==> config.mk <==
export PLATFORM = sky130hd
export DESIGN_NAME = met_queue
export DESIGN_NICKNAME = d
export VERILOG_FILES = /design/src/hw/rtl/met_pkg.sv /design/src/hw/rtl/met_queue.sv
export SDC_FILE = /design/constraint.sdc
export NUM_CORES = 1
export LEC_CHECK = 0
export ABC_CLOCK_PERIOD_IN_PS = 5430
export BUFFER_PORTS_ARGS = -buffer_cell sky130_fd_sc_hd__buf_4
export CORE_MARGIN = 2
export CORE_UTILIZATION = 46
export DETAILED_ROUTE_END_ITERATION = 7
export GPL_TIMING_DRIVEN = 1
export PLACE_DENSITY = 0.72
export SKIP_LAST_GASP = 1
export SLEW_MARGIN = 0
export SYNTH_ARGS = -nofsm -noshare
export SYNTH_HDL_FRONTEND = slang
export SYNTH_SLANG_ARGS = --single-unit
==> constraint.sdc <==
create_clock -name i_clk -period 5.43 [get_ports i_clk]
set_input_delay 1.086 -clock i_clk [delete_from_list [all_inputs] [get_ports i_clk]]
set_output_delay 1.086 -clock i_clk [all_outputs]
set_load 0.005 [all_outputs]
==> src/hw/rtl/met_pkg.sv <==
`default_nettype none

package met_pkg;

    // Plane values: signed Q4.28
    localparam int FRAC_BITS = 28;
    localparam int Q_W       = 32;
    localparam logic signed [Q_W-1:0] Q_MAX = {1'b0, {(Q_W-1){1'b1}}};
    localparam logic signed [Q_W-1:0] Q_MIN = {1'b1, {(Q_W-1){1'b0}}};

    // Iteration limit and result byte
    localparam int MAX_ITER = 255;
    localparam int ITER_W   = $clog2(MAX_ITER + 1);
    localparam int OUT_W    = 8;
    localparam int OUT_MAX  = (1 << OUT_W) - 1;

    // Request fields
    localparam int TILE_W = 16;
    localparam int PIX_W  = 12;
    localparam int STEP_W = 31;

    localparam int TCOL_LSB = 0;
    localparam int TROW_LSB = TCOL_LSB + TILE_W;
    localparam int PCOL_LSB = TROW_LSB + TILE_W;
    localparam int PROW_LSB = PCOL_LSB + PIX_W;
    localparam int STEP_LSB = PROW_LSB + PIX_W;
    localparam int REQ_BITS = STEP_LSB + STEP_W;
    localparam int S_DATA_W = ((REQ_BITS + 7) / 8) * 8;

    // Tile size register
    localparam int TILE_SIDE_MAX = 4096;
    localparam int TS_W          = 13;
    localparam int TSV_W         = $clog2(TILE_SIDE_MAX + 1);

    // Pixel index, offset and coordinate sum widths
    localparam longint IDX_MAX = ((longint'(1) << TILE_W) - 1) * longint'(TILE_SIDE_MAX)
                                 + ((longint'(1) << PIX_W) - 1);
    localparam int IDX_W = $clog2(IDX_MAX + 1);
    localparam int OFF_W = IDX_W + STEP_W;
    localparam int SUM_W = OFF_W + 2;

    // Products of z, 2*FRAC_BITS fraction bits
    localparam int ZP_W = 2 * Q_W;
    localparam logic [ZP_W-1:0] ESC_LIMIT = ZP_W'(4) << (2 * FRAC_BITS);

    // Configuration port
    localparam int CFG_IDX_W  = 2;
    localparam int CFG_DATA_W = 32;

    typedef enum logic [CFG_IDX_W-1:0] {
        REG_X_MIN     = 2'd0,
        REG_Y_MAX     = 2'd1,
        REG_TILE_SIDE = 2'd2
    } t_cfg_reg;

    localparam logic signed [Q_W-1:0] X_MIN_RST     = -32'sd536870912;
    localparam logic signed [Q_W-1:0] Y_MAX_RST     = 32'sd536870912;
    localparam logic [TSV_W-1:0]      TILE_SIDE_RST = TSV_W'(256);

    // Point of the plane handed from front to back
    typedef struct packed {
        logic signed [Q_W-1:0] c_imag;
        logic signed [Q_W-1:0] c_real;
    } t_point;

    // Queue between front and back
    localparam int QDEPTH = 2;
    localparam int QPTR_W = (QDEPTH > 1) ? $clog2(QDEPTH) : 1;
    localparam int QCNT_W = $clog2(QDEPTH + 1);

    function automatic logic signed [Q_W-1:0] sat_coord(input logic signed [SUM_W-1:0] v);
        logic signed [Q_W-1:0] r;
        if (v > SUM_W'(Q_MAX)) begin
            r = Q_MAX;
        end else if (v < SUM_W'(Q_MIN)) begin
            r = Q_MIN;
        end else begin
            r = v[Q_W-1:0];
        end
        return r;
    endfunction

    function automatic logic signed [Q_W-1:0] sat_z(input logic signed [ZP_W-1:0] v);
        logic signed [Q_W-1:0] r;
        if (v > ZP_W'(Q_MAX)) begin
            r = Q_MAX;
        end else if (v < ZP_W'(Q_MIN)) begin
            r = Q_MIN;
        end else begin
            r = v[Q_W-1:0];
        end
        return r;
    endfunction

    function automatic logic [OUT_W-1:0] sat_out(input logic [ITER_W-1:0] v);
        logic [OUT_W-1:0] r;
        if (32'(v) > 32'(OUT_MAX)) begin
            r = OUT_W'(OUT_MAX);
        end else begin
            r = OUT_W'(v);
        end
        return r;
    endfunction

endpackage

`default_nettype wire

==> src/hw/rtl/met_queue.sv <==
`default_nettype none

module met_queue (
    input  wire                  i_clk,
    input  wire                  i_rst_n,
    input  wire                  i_push,
    output logic                 o_ready,
    input  wire met_pkg::t_point i_point,
    output logic                 o_valid,
    input  wire                  i_pop,
    output met_pkg::t_point      o_point
);
    import met_pkg::*;

    t_point              r_mem [QDEPTH];
    logic [QPTR_W-1:0]   r_wr;
    logic [QPTR_W-1:0]   r_rd;
    logic [QCNT_W-1:0]   r_cnt;
    logic                w_push;
    logic                w_pop;

    assign o_ready = r_cnt != QCNT_W'(QDEPTH);
    assign o_valid = r_cnt != '0;
    assign o_point = r_mem[r_rd];
    assign w_push  = i_push && o_ready;
    assign w_pop   = i_pop && o_valid;

    always_ff @(posedge i_clk) begin
        if (!i_rst_n) begin
            r_wr  <= '0;
            r_rd  <= '0;
            r_cnt <= '0;
        end else begin
            if (w_push) begin
                r_wr <= (r_wr == QPTR_W'(QDEPTH - 1)) ? '0 : r_wr + 1'b1;
            end
            if (w_pop) begin
                r_rd <= (r_rd == QPTR_W'(QDEPTH - 1)) ? '0 : r_rd + 1'b1;
            end
            if (w_push && !w_pop) begin
                r_cnt <= r_cnt + 1'b1;
            end else if (w_pop && !w_push) begin
                r_cnt <= r_cnt - 1'b1;
            end
        end
    end

    always_ff @(posedge i_clk) begin
        if (w_push) begin
            r_mem[r_wr] <= i_point;
        end
    end

endmodule

`default_nettype wire

== After elaboration in Yosys (flattened, before gate mapping) ==
Memory sizes are Yosys's and may differ from the RTL's. A register that Yosys moved wholly into a read port is not among the register bits.
Index checks and enable logic that the tools add are counted.

* Register bits after elaboration: 4
* RAM bits: 128
* Input bits: 68
* Output and inout port bits: 66
* Memories kept: 1

* Add/subtract/negate cells: 4
* Equal/unequal tests: 1
* Muxes and demuxes: 8
* Reduce and logical (&&, ||, !) cells: 8

{| class="wikitable"
|+ Memories
! name !! words !! bits a word !! read ports !! clocked after memory_dff !! wr ports !! RTL line !! text
|-
| r_mem || 2 || 64 || 1 || 1 || 1 || met_queue.sv:15 || <nowiki>t_point r_mem [QDEPTH];</nowiki>
|}

{| class="wikitable"
|+ Operator list
! operator !! count
|-
| $mux W1 || 6
|-
| $logic_and A1 B1 Y1 || 4
|-
| $mux W2 || 2
|-
| $reduce_bool A2 Y1 || 2
|-
| $add A1 B1 Y1 const B || 2
|-
| $add A2 B1 Y2 const B || 1
|-
| $logic_not A1 Y1 || 2
|-
| $ne A2 B2 Y1 const B || 1
|-
| $sub A2 B1 Y2 const B || 1
|}

== Longest topological paths before layout ==
Gate-level depths: netlist of the first run.

* Depth after elaboration: 6
* Mapped depth: 6

== Worst setup path after synthesis of the first run ==
Ideal clock, no wire load.

* Path kind: input to register
* Start point: input port i_push
* End point: memory r_mem[1][0] in the netlist's numbering, enable pin
* Library setup time: 0.429 ns
* Data arrival time: 2.641 ns
* Data required time: 5.001 ns
* Setup slack: 2.360 ns
* Cell stages on the path: 1
* Cells stage by stage: and3_1

* Word-level cells in the longest chain between the ends: 3

{| class="wikitable"
|+ RTL lines
! element !! RTL line !! text
|-
| from (decl) || met_queue.sv:6 || <nowiki>input wire i_push,</nowiki>
|-
| $logic_and A1 B1 Y1 || met_queue.sv:25 || <nowiki>assign w_push = i_push && o_ready;</nowiki>
|-
| $mux W1 || met_queue.sv:49 || <nowiki>if (w_push) begin</nowiki>
|-
| $mux W1 (implied by the code) || met_queue.sv:50 || <nowiki>r_mem[r_wr] <= i_point;</nowiki>
|-
| to (decl) || met_queue.sv:15 ||
|}

No other way between the ends.

==> results of run 1 <==
==> flip-flops by register name, indices dropped and copies added (netlist names), named ones only <==
register / flops
r_cnt: 2
r_mem: 128
r_wr: 1
r_rd: 1
==> cell usage in the layout, fill, tap and decap left out, types with 2 or more instances in the layout <==
cell type | netlist | layout
mux2_2 | 64 | 64
clkbuf_1 | 0 | 4
clkinv_2 | 0 | 2
clkbuf_16 | 0 | 16
and2_1 | 4 | 4
edfxtp_1 | 128 | 128
bufinv_16 | 0 | 6
buf_4 | 6 | 136
xnor2_1 | 2 | 2
clkinv_1 | 0 | 2
dfxtp_1 | 5 | 4
==> routing by layer <==
metal,wire length (um),global-route usage,share of wire
met5,0,0,0
met4,95,0.0696,0.011
met3,640,0.0650,0.075
met2,4370,0.263,0.51
met1,3380,0.172,0.40
==> logic make-up (layout without fill, tap and decap cells) <==
family / count (synthesis) / count (layout) / synth area share
DFF: 133 / 133 / 0.812
muxes: 64 / 64 / 0.148
and+or+nand+nor: 9 / 9 / 0.0134
buffers and inverters: 8 / 169 / 0.0111
AOI/OAI and AO/OA: 5 / 5 / 0.00721
xor gates and xnor gates: 3 / 3 / 0.00541
adders and majority gates: 1 / 1 / 0.00258
==> cell type report <==
type	instances	area, um^2
Sequential cell	133	3950
Fill cell	741	3640
Timing Repair Buffer	136	1020
Multi-Input combinational cell	82	861
Clock buffer	21	429
Clock inverter	11	205
Tap cell	136	170
Inverter	1	3.75
==> tightest hold or removal path, cell delays in order, from the launching register on <==
cell and delay [ps]:
dfxtp_1 360, o21ai_0 100, a21boi_1 70
==> power by group <==
part	total (uW)	internal, uW	switching, uW	leakage (uW)
logic	672	403	270	0.000949
registers	1350	1280	65.2	0.00124
clock network	1210	833	381	0.000305
total	3240	2520	716	0.00249
==> metrics by stage <==
stage	hold WS (ps)	instances	total power [uW]	util
3_3_place_gp	525	488	2040	0.584
4_1_cts	585	520	3280	0.646
2_1_floorplan	512	223	1720	-
5_1_grt	616	520	3370	0.646
3_5_place_dp	575	488	2050	0.584
6_report	577	520	3240	0.646
==> path summary, 6_finish.rpt <==
check                start           end  slack [ps]  depth (start not counted)
hold / removal    r_cnt[1]      r_cnt[1]         580                          2
setup / recovery  register   o_point[23]        1920                          3
setup reg to reg  r_cnt[0]  r_mem[0][27]        3260                          4
hold reg to reg   r_cnt[1]      r_cnt[1]         580                          2
==> flow_metrics.py, run 1 <==
metrics = {
    "run_status": {
        "status": "finished clean",
    },
    "logic_synthesis": {
        "syn_inst": 223,
        "ys.flop_type": "edfxtp_1",
        "synth_common_cells": "edfxtp_1 (128), mux2_2 (64), buf_4 (6), dfxtp_1 (5), and2_1 (4)",
        "synthArstFlopShare": 0,
        "syn_nets": 292,
        "synth_cell_types": 20,
        "synth_area_leaders": "edfxtp_1 (79%), mux2_2 (15%), dfxtp_1 (2.1%)",
        "synth_edf_count": 128,
        "yosys.cell_count.top_type": "edfxtp_1",
        "yosysTopAreaCell": "edfxtp_1",
        "synth_top_area_frac": 0.791,
        "syn_area_um2": 4860,
        "ys_seq_elements": 133,
        "ys_warn_count": 0,
        "ys_seq_area_frac": 0.812,
        "synth.avg_cell_area_um2": 21.8,
    },
    "sta": {
        "slew_headroom": 0.507,
        "rsz0062_at_grt": "false",
        "finalSetupViolations": 0,
        "fin_setup_tns_ps": 0,
        "fin_skew_ps": 8.13,
        "fin_crit_sh": 0.647,
        "tightest_slew_ps": 740,
        "slew_viol_final": 0,
        "layout_setup_ws_ps": 1920,
        "period_needed_ps": 3510,
        "hold_violations": 0,
        "fmax_mhz": 285,
    },
    "layout": {
        "nets": 440,
        "diodes": 0,
        "area_growth_pct": 36.6,
        "fin_area_um2": 6640,
        "layout-drive-gt1-share": 0.604,
    },
    "placed_design": {
        "place.gp.congestion": 0.664,
        "hpwlAfterDp_um": 5400,
        "pre_cts_ws_ps": 2410,
        "portBuffers": 133,
        "placed_cell_area_um2": 6000,
    },
    "drt": {
        "dr.pass1.iters": 4,
        "drt-vias-per-instance": 4.85,
        "vias": 2522,
        "drt-initial-drc-count": 118,
        "wirelength_um": 8490,
        "route.detailed.drc": 0,
        "postRouteAntennaNets": 0,
        "wl_per_cell_um": 16.3,
    },
    "cts": {
        "path_clk_slew_ps": 60,
        "cts_tree": "built",
        "htree_num_levels": 4,
        "cts_sinks": 133,
        "clk-insertion-delay-late_ps": 510,
        "holdBufCountCts": 0,
        "cts_setup_buffers": 0,
        "cts.path.max_buffers": 2,
        "cts_made_buffers": 17,
        "cts-root-buf": "clkbuf_8",
        "cts_resized": 0,
    },
    "global_routing": {
        "grt_overflow": 0,
        "antenna_found_initial": 0,
        "grt_max_degree": 39,
        "grt_pass1_vias": 2687,
        "grt_pass1_wl_um": 13000,
        "track_usage": 0.156,
    },
    "floorplan": {
        "initial_core_util": 0.473,
        "io_pins": 134,
        "die_width_um": 107,
        "die_area_um2": 11400,
        "fp.dieH_um": 107,
        "core_area_um2": 10300,
        "rows": 37,
    },
    "worst_setup_path": {
        "critPathSlowestCell": "dfxtp_2",
        "worstSetupPathType": "register to output pin",
        "cp.required_ps": 4340,
        "cp-end-kind": "output pin",
        "start_kind": "register",
        "cpLargestDelayFamily": "flip-flops",
        "max_stage_delay_ps": 810,
        "cp_cell_sequence": "buf_4, mux2_2, buf_4",
        "crit_arrival_ps": 2430,
        "worst-path-buf-inv": 2,
        "crit_path_frequent_cell": "buf_4",
        "crit_path_max_fanout": 34,
    },
    "power": {
        "cellLeakagePower_uw": 0.00249,
        "ir_drop_mv": 0.269,
        "powerDensity_nw_per_um2": 488,
    },
    "worst_hold_path": {
        "hold_path_class": "register to register",
    },
    "run": {
        "maxCapViolCount": 0,
    },
}
(Power assumes the default switching activity.)
==> run 2: changes to the inputs <==
ABC_AREA = 1   (was not set)
ABC_CLOCK_PERIOD_IN_PS = 3500   (was 5430)
PLACE_DENSITY = 0.71   (was 0.72)
clock period = 3.5 ns   (was 5.43 ns; I/O delays follow)
==> run 2 against run 1 <==
Net effect:
- die area grew 6.0%
- via count increased by 0.67%
- flip-flop and latch count unchanged
- clock power grew 45%
- non-clock buffer count up 1
- largest cell class unchanged
- count of clock-buffer cells in the layout shrank 3
- utilization down 1.3 points
- worst hold slack got worse by 200 ps
==> flow_metrics.py, run 2 <==
metrics = {
    "drt": {
        "drt-vias-per-instance": 4.72,
        "wirelength_um": 8510,
        "vias": 2539,
        "wl_per_cell_um": 15.8,
        "route.detailed.drc": 0,
        "dr.pass1.iters": 4,
        "postRouteAntennaNets": 0,
        "drt-initial-drc-count": 62,
    },
    "layout": {
        "final_cell_mix": "buf_4 (134), edfxtp_1 (128), mux2_4 (60)",
        "layout-drive-gt1-share": 0.580,
        "fin_area_um2": 6890,
        "largest_register_ffs": 128,
        "post-route-util": 0.633,
        "final_common_cell": "buf_4",
        "nets": 454,
        "area_growth_pct": 33.5,
        "diodes": 0,
        "final_cells": 538,
        "top_regs": "r_mem x128, r_cnt x2",
        "largest_register": "r_mem",
    },
    "logic_synthesis": {
        "ys_warn_count": 0,
        "synth_top_area_frac": 0.745,
        "synth_common_cells": "edfxtp_1 (128), mux2_4 (60), nand2_1 (9), inv_1 (8), nor2_1 (8)",
        "syn_area_um2": 5160,
        "yosysTopAreaCell": "edfxtp_1",
        "ys.flop_type": "edfxtp_1",
        "synth.avg_cell_area_um2": 21.9,
        "ys_seq_elements": 133,
        "syn_nets": 305,
        "synth_cell_types": 15,
        "synth_edf_count": 128,
        "synthArstFlopShare": 0,
        "syn_inst": 236,
        "synth_area_leaders": "edfxtp_1 (74%), mux2_4 (17%), buf_12 (2.3%)",
        "ys_seq_area_frac": 0.764,
        "yosys.cell_count.top_type": "edfxtp_1",
    },
    "floorplan": {
        "rows": 38,
        "io_pins": 134,
        "die_area_um2": 12100,
        "fp.dieH_um": 110,
        "die_width_um": 110,
        "core_area_um2": 10900,
        "initial_core_util": 0.474,
    },
    "cts": {
        "cts_made_buffers": 17,
        "cts-root-buf": "clkbuf_8",
        "cts_resized": 0,
        "holdBufCountCts": 0,
        "htree_num_levels": 4,
        "cts_setup_buffers": 0,
        "cts.path.max_buffers": 2,
        "cts_tree": "built",
        "clk-insertion-delay-late_ps": 500,
        "cts_sinks": 133,
        "path_clk_slew_ps": 60,
    },
    "global_routing": {
        "antenna_found_initial": 0,
        "track_usage": 0.147,
        "grt_max_degree": 44,
        "grt_overflow": 0,
        "grt_pass1_wl_um": 12500,
        "grt_pass1_vias": 2587,
    },
    "worst_setup_path": {
        "worstSetupPathType": "register to output pin",
        "cp-end-kind": "output pin",
        "crit_path_max_fanout": 25,
        "crit-reg2reg-launch": "r_cnt[0]",
        "crit_arrival_ps": 2050,
        "rrSetupSlack_ps": 1550,
        "start_kind": "register",
        "worstRegToRegCells": 5,
        "cp.required_ps": 2800,
        "reg2reg_to": "r_mem[1][30]",
    },
    "worst_hold_path": {
        "hold_path_class": "input port to register",
        "holdPathStages": 1,
        "min_to": "r_mem[1][17]",
        "hp-start": "i_point[17]",
    },
    "power": {
        "ir_drop_mv": 0.373,
        "powerDensity_nw_per_um2": 730,
        "cellLeakagePower_uw": 0.00272,
    },
    "placed_design": {
        "pre_cts_ws_ps": 1240,
        "portBuffers": 133,
        "dp_cells": 506,
        "hpwlAfterDp_um": 5570,
        "place.gp.congestion": 0.660,
        "placed_cell_area_um2": 6290,
    },
    "sta": {
        "fmax_mhz": 364,
        "fin_skew_ps": 6.94,
        "slew_headroom": 0.543,
        "hold_violations": 0,
        "tightest_slew_ps": 684,
        "finalSetupViolations": 0,
        "slew_viol_final": 0,
        "fin_crit_sh": 0.784,
        "rsz0062_at_grt": "false",
        "period_needed_ps": 2750,
        "layout_setup_ws_ps": 755,
    },
    "run_status": {
        "status": "finished clean",
    },
    "run": {
        "maxCapViolCount": 0,
    },
}
run 2: cell count changes after synthesis, moves of 2 or more:
cell | before | now
and2_1 | 4 | 0
nor2_1 | 0 | 8
nand2_1 | 0 | 9
mux2_4 | 0 | 60
buf_12 | 0 | 6
inv_1 | 1 | 8
xnor2_1 | 2 | 0
mux2_2 | 64 | 4
buf_4 | 6 | 0
run 2: layout make-up:
type / count / area (um^2)
fill: 776 / 4000
sequential: 133 / 3950
multi-input combinational: 88 / 1070
timing repair buffer: 137 / 1070
clock buffer: 18 / 418
clock inverter: 14 / 184
tap: 140 / 175
inverter: 8 / 30.0
run 2: worst max-delay path, cell delays in order, from the launching register on:
cell and delay, ps:
dfxtp_4 660, buf_4 360, mux2_2 370, buf_4 130
run 2: stage by stage:
stage,total power [uW],TNS (ps),hold slack [ps]
finish,5030,0,379
detailed placement,3320,0,495
CTS,5100,0,345
floorplan,2860,-57810,467
global placement,3290,0,480
global route,5260,0,340
run 2: cells by family after synthesis:
family,count (synthesis),share of synthesized area
buffers and inverters,15,0.0313
adder cells (fa/ha/maj),1,0.00242
flip-flops,133,0.764
AO/OA/AOI/OAI,4,0.00436
multiplexers,64,0.183
AND/OR/NAND/NOR,19,0.0145
run 2: worst max path at each step:
stage / from / to / slack (ps) / depth (start not counted)
global route: register / o_point[44] / 640 / 3
CTS: register / o_point[44] / 680 / 3
finish: register / o_point[44] / 750 / 3
detailed placement: register / o_point[44] / 1240 / 3
floorplan: i_push / r_mem[0][0] / -450 / 2
global placement: register / o_point[44] / 1260 / 3
run 2: routing by layer:
| layer | global-route usage | share of wire | vias up |
|---|---|---|---|
| li1 | - | - | 1209 |
| met1 | 0.164 | 0.40 | 1230 |
| met2 | 0.250 | 0.53 | 93 |
| met3 | 0.0468 | 0.063 | 7 |
| met4 | 0.0787 | 0.011 | 0 |
| met5 | 0 | 0 | - |
run 2: power breakdown:
part           leakage [uW]  switching [uW]  internal [uW]
clock network      0.000282             609           1150
registers           0.00124             104           2020
logic               0.00121             457            696
total               0.00272            1170           3860
==> run 3: changes to the inputs <==
ABC_CLOCK_PERIOD_IN_PS = 2400   (was 3500)
PLACE_DENSITY = 0.74   (was 0.71)
clock period = 2.4 ns   (was 3.5 ns; I/O delays follow)
==> run 3 against run 2 <==
Net effect:
- utilization fell by 0.45 points
- register-to-register slack got worse by 810 ps
- first-iteration DRC count rose by 74%
- critical path type unchanged
- largest cell class unchanged
==> flow_metrics.py, run 3 (synthesis gave the netlist of run 2 again) <==
metrics = {
    "sta": {
        "hold_violations": 0,
        "period_needed_ps": 2210,
        "tightest_slew_ps": 466,
        "fmax_mhz": 453,
        "rsz0062_at_grt": "false",
        "fin_crit_sh": 0.920,
        "slew_viol_final": 0,
        "fin_skew_ps": 4.85,
        "finalSetupViolations": 0,
        "slew_headroom": 0.689,
    },
    "layout": {
        "final_cell_mix": "buf_4 (137), edfxtp_1 (128), mux2_4 (60)",
        "nets": 458,
        "area_growth_pct": 32.6,
        "final_common_cell": "buf_4",
        "post-route-util": 0.628,
        "fin_area_um2": 6840,
        "largest_register": "r_mem",
        "top_regs": "r_mem x128, r_cnt x2",
        "diodes": 0,
        "largest_register_ffs": 128,
        "layout-drive-gt1-share": 0.585,
    },
    "drt": {
        "dr.pass1.iters": 4,
        "drt-initial-drc-count": 108,
        "route.detailed.drc": 0,
        "drt-vias-per-instance": 4.82,
        "postRouteAntennaNets": 0,
        "wirelength_um": 8850,
        "wl_per_cell_um": 16.3,
        "vias": 2613,
    },
    "floorplan": {
        "core_area_um2": 10900,
        "rows": 38,
        "io_pins": 134,
        "initial_core_util": 0.474,
        "die_area_um2": 12100,
        "die_width_um": 110,
        "fp.dieH_um": 110,
    },
    "run_status": {
        "status": "finished clean",
    },
    "worst_setup_path": {
        "rrSetupSlack_ps": 740,
        "crit_arrival_ps": 1730,
        "worstSetupPathType": "register to output pin",
        "worstRegToRegCells": 10,
        "crit-reg2reg-launch": "r_cnt[0]",
        "crit_path_max_fanout": 15,
        "start_kind": "register",
        "cp-endpoint": "o_point[43]",
        "cp.required_ps": 1920,
        "cp-end-kind": "output pin",
        "reg2reg_to": "r_cnt[1]",
    },
    "power": {
        "ir_drop_mv": 0.585,
        "cellLeakagePower_uw": 0.00271,
        "powerDensity_nw_per_um2": 1030,
    },
    "global_routing": {
        "grt_overflow": 0,
        "grt_pass1_vias": 2723,
        "grt_max_degree": 35,
        "grt_pass1_wl_um": 13100,
        "track_usage": 0.149,
        "antenna_found_initial": 0,
    },
    "cts": {
        "path_clk_slew_ps": 60,
        "holdBufCountCts": 0,
        "cts-root-buf": "clkbuf_8",
        "cts_sinks": 133,
        "cts_made_buffers": 17,
        "cts.path.max_buffers": 2,
        "cts_tree": "built",
        "htree_num_levels": 4,
        "clk-insertion-delay-late_ps": 500,
    },
    "placed_design": {
        "hpwlAfterDp_um": 5950,
        "placed_cell_area_um2": 6310,
        "place.gp.congestion": 0.712,
        "portBuffers": 133,
    },
    "worst_hold_path": {
        "hold_path_class": "input port to register",
    },
    "run": {
        "maxCapViolCount": 0,
    },
}
[run 3: repair_timing]
| action | 4_1_cts | 5_1_grt |
|---|---|---|
| setup endpoints to repair | 0 | 11 |
| setup buffers | 0 | 1 |
| resized for setup | 0 | 0 |
| hold endpoints to repair | 0 | 0 |
[run 3: worst min path at each step]
stage | from | endpoint | slack, ps | depth (start not counted)
6_report | i_point[60] | r_mem[1][60] | 160 | 1
3_5_place_dp | r_rd | r_rd | 490 | 2
5_1_grt | i_point[1] | r_mem[1][1] | 130 | 1
3_3_place_gp | r_rd | r_rd | 480 | 2
4_1_cts | i_point[19] | r_mem[0][19] | 130 | 1
2_1_floorplan | r_rd | register | 470 | 2
[run 3: area by class of cell]
class / count / area, um^2
inverters: 8 / 30.0
repair buffers: 141 / 1100
fillers: 807 / 4050
well taps: 140 / 175
clock inverters: 11 / 86.3
flip-flops and latches: 133 / 3950
multi-input cells: 88 / 1070
clock buffers: 21 / 429
[run 3: layer usage]
metal | part of all wire | global-route usage | up-vias
li1 | - | - | 1218
met1 | 0.40 | 0.181 | 1277
met2 | 0.51 | 0.245 | 110
met3 | 0.082 | 0.0557 | 8
met4 | 0.0088 | 0.0515 | 0
met5 | 0 | 0 | -
[run 3: worst max-delay path: stages (launching register included)]
cell and delay [ps]:
dfxtp_4 520, buf_12 210, mux2_2 350, buf_4 130
[run 3: through the flow]
step | setup TNS (ps) | instances | setup slack, ps | hold slack [ps] | power [uW]
6_report | 0 | 542 | 191 | 161 | 7030
5_1_grt | 0 | 542 | 107 | 128 | 7390
4_1_cts | 0 | 541 | 6.16 | 131 | 7120
3_5_place_dp | 0 | 509 | 557 | 491 | 4880
3_3_place_gp | 0 | 509 | 562 | 485 | 4830
2_1_floorplan | -37990 | 236 | -297 | 467 | 4150
[run 3: report_power, final]
part | total, uW | switching [uW] | internal [uW] | leakage, uW
clock network | 2220 | 862 | 1350 | 0.000249
registers | 3070 | 124 | 2940 | 0.00124
logic | 1750 | 706 | 1040 | 0.00123
